`src/sv/stbq_pkg.sv`:
```
// ----------------------------------------------------------------------------
// stbq_pkg
// Shared types and codes for the segmenting transmit buffer queue.
// ----------------------------------------------------------------------------
package stbq_pkg;

    typedef enum logic [1:0] {
        OP_START = 2'd0,
        OP_DATA  = 2'd1,
        OP_TICK  = 2'd2
    } opcode_t;

    typedef enum logic [1:0] {
        ADMIT_OK       = 2'd0,
        ADMIT_NO_ROOM  = 2'd1,
        ADMIT_ARRIVING = 2'd2
    } admit_t;

    typedef enum logic [1:0] {
        ST_IDLE,
        ST_LEN,
        ST_EMIT
    } drain_state_t;

    localparam logic KIND_ADMIT = 1'b0;
    localparam logic KIND_BYTE  = 1'b1;

endpackage

```
`src/sv/segmenting_tx_buffer_queue.sv`:
```
// ----------------------------------------------------------------------------
// segmenting_tx_buffer_queue
// Transmit queue of NUM_BUFFERS slots of CHUNK_LEN bytes, drained chunk-wise.
// ----------------------------------------------------------------------------
// A request is taken when start is high and busy is low. Start, data and tick
// requests that do not begin a drain leave busy low; an admission answer comes
// out on result_strobe in the following cycle. A tick that begins a drain
// holds busy while the slot length RAM is read, then while the chunk bytes
// are read from the chunk RAM read port; an empty slot ends the drain after
// the length read. Bytes leave one per cycle from an output register behind
// the RAM read, and must be taken as they come since the receiver cannot stall.
// Slot storage needs no clearing after reset.
module segmenting_tx_buffer_queue
    import stbq_pkg::*;
#(
    parameter int NUM_BUFFERS = 8,
    parameter int CHUNK_LEN   = 16
) (
    input  logic       clk,
    input  logic       rst_n,
    input  logic       start,
    output logic       busy,
    input  logic [1:0] opcode,
    input  logic [7:0] msg_length,
    input  logic [7:0] data_byte,
    input  logic       line_idle,
    output logic       result_strobe,
    output logic       result_kind,
    output logic [1:0] admit_status,
    output logic [7:0] tx_byte,
    output logic       last_of_chunk,
    output logic       chunk_empty
);

    localparam int SW    = $clog2(NUM_BUFFERS);
    localparam int PW    = (CHUNK_LEN > 1) ? $clog2(CHUNK_LEN) : 1;
    localparam int LW    = $clog2(CHUNK_LEN + 1);
    localparam int CW    = $clog2(NUM_BUFFERS + 1);
    localparam int AW    = SW + PW;
    localparam int BDEPTH = NUM_BUFFERS << PW;
    localparam int PRODW = CW + LW;
    localparam int CMPW  = (PRODW > 8) ? PRODW : 8;

    localparam logic [SW-1:0] LAST_SLOT = SW'(NUM_BUFFERS - 1);
    localparam logic [CW-1:0] NUM_B     = CW'(NUM_BUFFERS);
    localparam logic [LW-1:0] CHUNK_L   = LW'(CHUNK_LEN);

    drain_state_t  state_reg, state_next;
    logic [SW-1:0] write_slot_reg, write_slot_next;
    logic [SW-1:0] read_slot_reg, read_slot_next;
    logic [CW-1:0] free_slots_reg, free_slots_next;
    logic [CW-1:0] ready_slots_reg, ready_slots_next;
    logic          sending_reg, sending_next;
    logic [7:0]    pending_reg, pending_next;
    logic [LW-1:0] fill_reg, fill_next;
    logic [LW-1:0] n_reg, n_next;
    logic [LW-1:0] emit_cnt_reg, emit_cnt_next;

    logic          strobe_reg, strobe_next;
    logic          kind_reg, kind_next;
    logic [1:0]    status_reg, status_next;
    logic [7:0]    txb_reg, txb_next;
    logic          last_reg, last_next;
    logic          empty_reg, empty_next;

    logic          accept;
    logic          do_close;
    logic [LW-1:0] close_len;
    logic [LW-1:0] fill_inc;
    logic [LW-1:0] emit_inc;
    logic [CMPW-1:0] room;

    logic          byte_we;
    logic [AW-1:0] byte_waddr;
    logic [AW-1:0] byte_raddr;
    logic [7:0]    byte_rdata;
    logic          len_we;
    logic [SW-1:0] len_waddr;
    logic [LW-1:0] len_wdata;
    logic [LW-1:0] len_rdata;

    assign busy   = (state_reg != ST_IDLE);
    assign accept = start && !busy;
    assign room   = CMPW'(free_slots_reg) * CMPW'(CHUNK_LEN);
    assign fill_inc = fill_reg + LW'(1);
    assign emit_inc = emit_cnt_reg + LW'(1);

    // The writer only touches free slots and the drain only reads ready ones,
    // so reads and writes never meet on one entry.
    stbq_ram #(.WIDTH(8), .DEPTH(BDEPTH)) u_chunk_ram (
        .clk   (clk),
        .we    (byte_we),
        .waddr (byte_waddr),
        .wdata (data_byte),
        .raddr (byte_raddr),
        .rdata (byte_rdata)
    );

    stbq_ram #(.WIDTH(LW), .DEPTH(NUM_BUFFERS)) u_len_ram (
        .clk   (clk),
        .we    (len_we),
        .waddr (len_waddr),
        .wdata (len_wdata),
        .raddr (read_slot_reg),
        .rdata (len_rdata)
    );

    always_comb
    begin
        state_next       = state_reg;
        write_slot_next  = write_slot_reg;
        read_slot_next   = read_slot_reg;
        free_slots_next  = free_slots_reg;
        ready_slots_next = ready_slots_reg;
        sending_next     = sending_reg;
        pending_next     = pending_reg;
        fill_next        = fill_reg;
        n_next           = n_reg;
        emit_cnt_next    = emit_cnt_reg;
        strobe_next      = 1'b0;
        kind_next        = kind_reg;
        status_next      = status_reg;
        txb_next         = txb_reg;
        last_next        = last_reg;
        empty_next       = empty_reg;
        do_close         = 1'b0;
        close_len        = fill_reg;
        byte_we          = 1'b0;
        byte_waddr       = {write_slot_reg, fill_reg[PW-1:0]};
        byte_raddr       = {read_slot_reg, PW'(0)};
        len_we           = 1'b0;
        len_waddr        = write_slot_reg;
        len_wdata        = fill_reg;

        unique case (state_reg)
            ST_IDLE:
            begin
                if (accept)
                begin
                    unique case (opcode)
                        OP_START:
                        begin
                            strobe_next = 1'b1;
                            kind_next   = KIND_ADMIT;
                            txb_next    = 8'd0;
                            last_next   = 1'b0;
                            empty_next  = 1'b0;
                            if (pending_reg != 8'd0)
                            begin
                                status_next = ADMIT_ARRIVING;
                            end
                            else if (free_slots_reg == '0 ||
                                     CMPW'(msg_length) > room)
                            begin
                                status_next = ADMIT_NO_ROOM;
                            end
                            else
                            begin
                                status_next = ADMIT_OK;
                                if (msg_length == 8'd0)
                                begin
                                    do_close  = 1'b1;
                                    close_len = '0;
                                end
                                else
                                begin
                                    fill_next    = '0;
                                    pending_next = msg_length;
                                end
                            end
                        end
                        OP_DATA:
                        begin
                            if (pending_reg != 8'd0)
                            begin
                                byte_we      = 1'b1;
                                pending_next = pending_reg - 8'd1;
                                fill_next    = fill_inc;
                                if (fill_inc == CHUNK_L || pending_reg == 8'd1)
                                begin
                                    do_close  = 1'b1;
                                    close_len = fill_inc;
                                end
                            end
                        end
                        OP_TICK:
                        begin
                            if (!sending_reg)
                            begin
                                if (ready_slots_reg != '0)
                                begin
                                    ready_slots_next = ready_slots_reg - CW'(1);
                                    sending_next     = 1'b1;
                                    state_next       = ST_LEN;
                                end
                            end
                            else if (line_idle)
                            begin
                                if (free_slots_reg < NUM_B)
                                begin
                                    free_slots_next = free_slots_reg + CW'(1);
                                end
                                read_slot_next = (read_slot_reg == LAST_SLOT) ?
                                                 '0 : read_slot_reg + SW'(1);
                                sending_next   = 1'b0;
                            end
                        end
                        default:
                        begin
                        end
                    endcase
                end
            end
            ST_LEN:
            begin
                if (len_rdata == '0)
                begin
                    strobe_next = 1'b1;
                    kind_next   = KIND_BYTE;
                    status_next = ADMIT_OK;
                    txb_next    = 8'd0;
                    last_next   = 1'b1;
                    empty_next  = 1'b1;
                    state_next  = ST_IDLE;
                end
                else
                begin
                    n_next        = len_rdata;
                    emit_cnt_next = '0;
                    state_next    = ST_EMIT;
                end
            end
            ST_EMIT:
            begin
                strobe_next   = 1'b1;
                kind_next     = KIND_BYTE;
                status_next   = ADMIT_OK;
                txb_next      = byte_rdata;
                last_next     = (emit_inc == n_reg);
                empty_next    = 1'b0;
                byte_raddr    = {read_slot_reg, emit_inc[PW-1:0]};
                emit_cnt_next = emit_inc;
                if (emit_inc == n_reg)
                begin
                    state_next = ST_IDLE;
                end
            end
            default:
            begin
                state_next = ST_IDLE;
            end
        endcase

        if (do_close)
        begin
            len_we    = 1'b1;
            len_wdata = close_len;
            write_slot_next = (write_slot_reg == LAST_SLOT) ?
                              '0 : write_slot_reg + SW'(1);
            if (free_slots_reg != '0)
            begin
                free_slots_next = free_slots_reg - CW'(1);
            end
            ready_slots_next = ready_slots_reg + CW'(1);
            fill_next        = '0;
        end
    end

    always_ff @(posedge clk or negedge rst_n)
    begin
        if (!rst_n)
        begin
            state_reg       <= ST_IDLE;
            write_slot_reg  <= '0;
            read_slot_reg   <= '0;
            free_slots_reg  <= NUM_B;
            ready_slots_reg <= '0;
            sending_reg     <= 1'b0;
            pending_reg     <= '0;
            fill_reg        <= '0;
            strobe_reg      <= 1'b0;
        end
        else
        begin
            state_reg       <= state_next;
            write_slot_reg  <= write_slot_next;
            read_slot_reg   <= read_slot_next;
            free_slots_reg  <= free_slots_next;
            ready_slots_reg <= ready_slots_next;
            sending_reg     <= sending_next;
            pending_reg     <= pending_next;
            fill_reg        <= fill_next;
            strobe_reg      <= strobe_next;
        end
    end

    always_ff @(posedge clk)
    begin
        n_reg        <= n_next;
        emit_cnt_reg <= emit_cnt_next;
        kind_reg     <= kind_next;
        status_reg   <= status_next;
        txb_reg      <= txb_next;
        last_reg     <= last_next;
        empty_reg    <= empty_next;
    end

    assign result_strobe = strobe_reg;
    assign result_kind   = kind_reg;
    assign admit_status  = status_reg;
    assign tx_byte       = txb_reg;
    assign last_of_chunk = last_reg;
    assign chunk_empty   = empty_reg;

    // An admission answer always follows an accepted start request.
    a_admit_follows_start: assert property (@(posedge clk) disable iff (!rst_n)
        result_strobe && result_kind == KIND_ADMIT |->
            $past(start && !busy && opcode == OP_START))
        else $error("admission answer without start request");

    // A chunk run is unbroken until its last byte.
    a_chunk_run: assert property (@(posedge clk) disable iff (!rst_n)
        result_strobe && result_kind == KIND_BYTE && !last_of_chunk |=>
            result_strobe && result_kind == KIND_BYTE)
        else $error("chunk run broken before last byte");

    // The drain machine only runs while a slot is held for sending.
    a_drain_holds_slot: assert property (@(posedge clk) disable iff (!rst_n)
        state_reg != ST_IDLE |-> sending_reg)
        else $error("drain active without a held slot");

    a_free_bound: assert property (@(posedge clk) disable iff (!rst_n)
        free_slots_reg <= NUM_B && ready_slots_reg <= NUM_B)
        else $error("slot counter out of range");

endmodule

```
`src/sv/stbq_ram.sv`:
```
// ----------------------------------------------------------------------------
// stbq_ram
// Generic single-write, single-read RAM with a registered read port.
// ----------------------------------------------------------------------------
module stbq_ram #(
    parameter int WIDTH  = 8,
    parameter int DEPTH  = 16,
    parameter int ADDR_W = $clog2(DEPTH)
) (
    input  logic              clk,
    input  logic              we,
    input  logic [ADDR_W-1:0] waddr,
    input  logic [WIDTH-1:0]  wdata,
    input  logic [ADDR_W-1:0] raddr,
    output logic [WIDTH-1:0]  rdata
);

    logic [WIDTH-1:0] mem [DEPTH];
    logic [WIDTH-1:0] rdata_reg;

    always_ff @(posedge clk)
    begin
        if (we)
        begin
            mem[waddr] <= wdata;
        end
        rdata_reg <= mem[raddr];
    end

    assign rdata = rdata_reg;

endmodule
```
`config.mk`:
```
export PLATFORM = sky130hd
export DESIGN_NAME = segmenting_tx_buffer_queue
export DESIGN_NICKNAME = d
export VERILOG_FILES = /design/src/sv/stbq_pkg.sv /design/src/sv/segmenting_tx_buffer_queue.sv /design/src/sv/stbq_ram.sv
export SDC_FILE = /design/constraint.sdc
export NUM_CORES = 2
export LEC_CHECK = 0
export BUFFER_PORTS_ARGS = -buffer_cell sky130_fd_sc_hd__clkbuf_2
export CELL_PAD_IN_SITES_DETAIL_PLACEMENT = 1
export CELL_PAD_IN_SITES_GLOBAL_PLACEMENT = 2
export CORE_ASPECT_RATIO = 1.4
export CORE_MARGIN = 2
export CORE_UTILIZATION = 53
export CTS_BUF_LIST = sky130_fd_sc_hd__clkbuf_2
export DETAILED_ROUTE_END_ITERATION = 6
export PLACE_DENSITY_LB_ADDON = 0.1
export SLEW_MARGIN = 20
export SYNTH_ARGS = -nofsm -noshare
export SYNTH_HDL_FRONTEND = slang
export SYNTH_SLANG_ARGS = --single-unit
```
`constraint.sdc`:
```
create_clock -name clk -period 8.7 [get_ports clk]
set_input_delay 0.87 -clock clk [delete_from_list [all_inputs] [get_ports clk]]
set_output_delay 0.87 -clock clk [all_outputs]
set_load 0.02 [all_outputs]
```
==> results.json <==
{
  "status": "finished clean",
  "clock_skew_ps": 120.2,
  "drc": 0,
  "yosys_register_bits": 1131,
  "grt_pass1_wl_um": 212000,
  "synth_xor_xnor_area_share_pct": 0.3096,
  "hold_path.class": "in -> reg",
  "reg2reg_to": "u_chunk_ram.rdata[3]",
  "wl_met3_um": 11360,
  "antenna_found_initial": 4,
  "worstPathArrival_ps": 6000,
  "clock_path_buffers": 4,
  "cp_slowest_cell": "inv_2",
  "cts_buffers": 286,
  "postRouteAntennaNets": 0,
  "nNetsFinal": 3244,
  "viasPerCell": 6.608,
  "wl_met2_um": 72660,
  "track_usage_pct": 33.90,
  "synthArstFlopShare_pct": 2.741,
  "yosys_warnings": 0,
  "start_kind": "flop",
  "top_regs": "u_chunk_ram.mem (1024), u_len_ram.mem (40)",
  "r2r_cells": 13,
  "seq_area_frac_synth_pct": 74.40,
  "clock_latency_ps": 1560,
  "relSlewSlack_pct": 21.19,
  "synth_cell_type_count": 79,
  "cts_tree": "built",
  "wl_met1_um": 54680,
  "end_kind": "flop",
  "hold_ws_ps": 227.4,
  "rsz0062_at_grt": "false",
  "gp_congestion": 0.8902,
  "worstMarginPinSlew_ps": 1182,
  "dieWidth_um": 251,
  "wire_per_inst_um": 32.92,
  "grt_overflow_total": 0,
  "clkTransAtPathRegs_ps": 100,
  "path_max_fanout": 40,
  "synth_edf_count": 1087,
  "drive_above_1_share_pct": 18.66,
  "cts.sinks": 1131,
  "slew_viol_final": 0,
  "p_leak_nw": 16.29,
  "drt-pass1-iter-count": 5,
  "dieHeight_um": 349.8,
  "avgSynthCellArea_um2": 15.16,
  "io_buffer_count": 36,
  "cpPeakStageDelay_ps": 740,
  "clock.fmax_mhz": 218.6,
  "hp-start": "msg_length[2]",
  "maxCapViolCount": 0,
  "cpMostUsedCell": "buf_4",
  "hold_end": "pending_reg[2]",
  "grt_max_degree": 118,
  "finalCritPeriodShare_pct": 52.59,
  "min_period_ps": 4575,
  "fin_tns_setup_ps": 0,
  "critPathKind": "reg -> reg",
  "final_hold_viol_count": 0,
  "routed_wl_um": 146900,
  "top_register": "u_chunk_ram.mem",
  "reg2reg_from": "state_reg[0]",
  "ir_worst_vdd_mv": 0.2046,
  "powerDensity_nw_per_um2": 286.1,
  "finalSetupViolations": 0,
  "syn_to_final_growth_pct": 8.659,
  "synthCells": 2987,
  "muxShareOfSynthArea_pct": 4.906,
  "min_path_cells": 4,
  "coreArea_um2": 84500,
  "crit_chain": "inv_1 > ha_2 > buf_4 > nand2b_4 > inv_2 > buf_4 > buf_4 > and3_1 > a31oi_1 > a2111oi_0 > buf_4 > o31ai_1 > a311o_1",
  "die_area_um2": 87800,
  "nFillCells": 8104,
  "path_buf_inv": 6,
  "synth_top_family_by_area": "compound AO/OA/AOI/OAI gates",
  "highest_layer": "met5",
  "synth-simple-area-share_pct": 8.762,
  "htree_levels": 5,
  "crit_required_ps": 10130,
  "synth_compound_area_share_pct": 8.917,
  "start_util_pct": 53.57,
  "synth_area_um2": 45270,
  "ioPinCount": 37,
  "cts-root-buf": "clkbuf_2",
  "r2r_slack_ps": 4130,
  "dp_hpwl_um": 86920,
  "synthAdderAreaFrac_pct": 0.6799,
  "vias": 29490,
  "largest_register_ffs": 1024,
  "placementRows": 126,
  "initialDrtViolationCount": 3202,
  "critPathTopFamily": "buffers and inverters",
  "syn_nets": 3033,
  "ys.flop_type": "edfxtp_1",
  "grt_pass1_vias": 30900
}
-- worst max path at each step --
stage,endpoint,from,cells past startpoint,slack [ps]
2_1_floorplan,ready_slots_reg[3],pending_reg[4],15,4940
3_3_place_gp,u_chunk_ram.rdata[3],state_reg[0],13,4260
3_5_place_dp,u_chunk_ram.rdata[3],state_reg[0],13,4200
4_1_cts,u_chunk_ram.rdata[3],state_reg[0],13,4160
5_1_grt,u_chunk_ram.rdata[3],state_reg[0],13,4020
6_report,u_chunk_ram.rdata[3],state_reg[0],13,4130
-- power breakdown --
group | internal, mW | switching [mW] | leakage [nW] | total, mW
Sequential | 6.15 | 0.191 | 10.3 | 6.34
Clock | 1.30 | 2.11 | 1.82 | 3.42
Combinational | 1.21 | 3.11 | 4.21 | 4.32
-- worst min-delay path: stages --
cell and delay (ps):
dlygate4sd3_1 520, clkbuf_2 110, a21oi_1 60, o21ai_0 140
-- cells in the final DEF, fill, tap and decap left out, drive strengths merged, types with 25 or more instances in the layout --
cell type,count
a21oi,81
mux2,32
clkbuf,428
a211oi,40
o211ai,34
nor3,25
and3,33
a31oi,48
nor2,199
o21ai,69
mux4,62
mux2i,46
nor2b,27
o22ai,48
edfxtp,1087
buf,67
o221ai,108
dlygate4sd3,28
dfrtp,30
nand3,136
nand2,373
clkinv,57
inv,26
-- routing by layer --
metal  GRT usage [%]  vias up
li1                -    12290
met1           42.21    15370
met2           55.77     1498
met3           7.446      334
met4           18.20        2
met5               0        -
-- cells by family after synthesis --
kind of cell / Yosys count
compound gates: 563
xor+xnor: 16
simple gates: 887
mux: 140
buf+inv: 226
flops: 1131
fa+ha+maj: 24
-- metrics by stage --
| step | utilization [%] | std cells | setup WS [ps] | instance area (µm²) | power (mW) |
|---|---|---|---|---|---|
| 2_1_floorplan | - | 2987 | 4938 | 45270 | 8.806 |
| 3_3_place_gp | 55.07 | 3968 | 4263 | 46540 | 10.56 |
| 3_5_place_dp | 55.07 | 3968 | 4205 | 46540 | 10.67 |
| 4_1_cts | 58.17 | 4457 | 4159 | 49150 | 14.05 |
| 5_1_grt | 58.21 | 4462 | 4019 | 49190 | 14.58 |
| 6_report | 58.21 | 4463 | 4125 | 49190 | 14.07 |
-- synthesized netlist by cell type (all sizes together) (19+ instances only) --
master  instances  area, µm²
and3           33      206.5
o21ai          69      349.1
o211ai         34      255.2
ha             23      287.8
nor2          199      747.0
mux4           62       1396
inv            23      88.84
nor2b          27      168.9
clkbuf        114      427.9
o221ai        108      945.9
a31oi          48      300.3
a21oi          81      405.4
nand2         373       1400
nand4          19      118.9
edfxtp       1087      32640
a311oi         23      201.4
mux2i          46      464.2
mux2           32      360.3
dfrtp          30      750.7
a211oi         40      300.3
nor3           25      125.1
o22ai          48      300.3
nand3         136      680.7
buf            87      394.1
-- layout make-up --
| type | instances | area [µm²] | share of cell area, % |
|---|---|---|---|
| Multi-Input combinational cell | 1630 | 10760 | 21.87 |
| Sequential cell | 1131 | 33680 | 68.47 |
| Clock buffer | 399 | 1997 | 4.060 |
| Timing Repair Buffer | 124 | 955.9 | 1.943 |
| Inverter | 25 | 106.4 | 0.2162 |
| Tap cell | 1088 | 1361 | 2.768 |
| Clock inverter | 61 | 319.1 | 0.6486 |
| Antenna cell | 5 | 12.51 | 0.02544 |
-- what timing repair did --
item | in CTS | in global routing
resized for setup | 0 | 0
hold buffers | 29 | 0
endpoints found under the hold margin | 500 | 0
setup buffers | 0 | 0
Power figures use the tool's default switching activity.
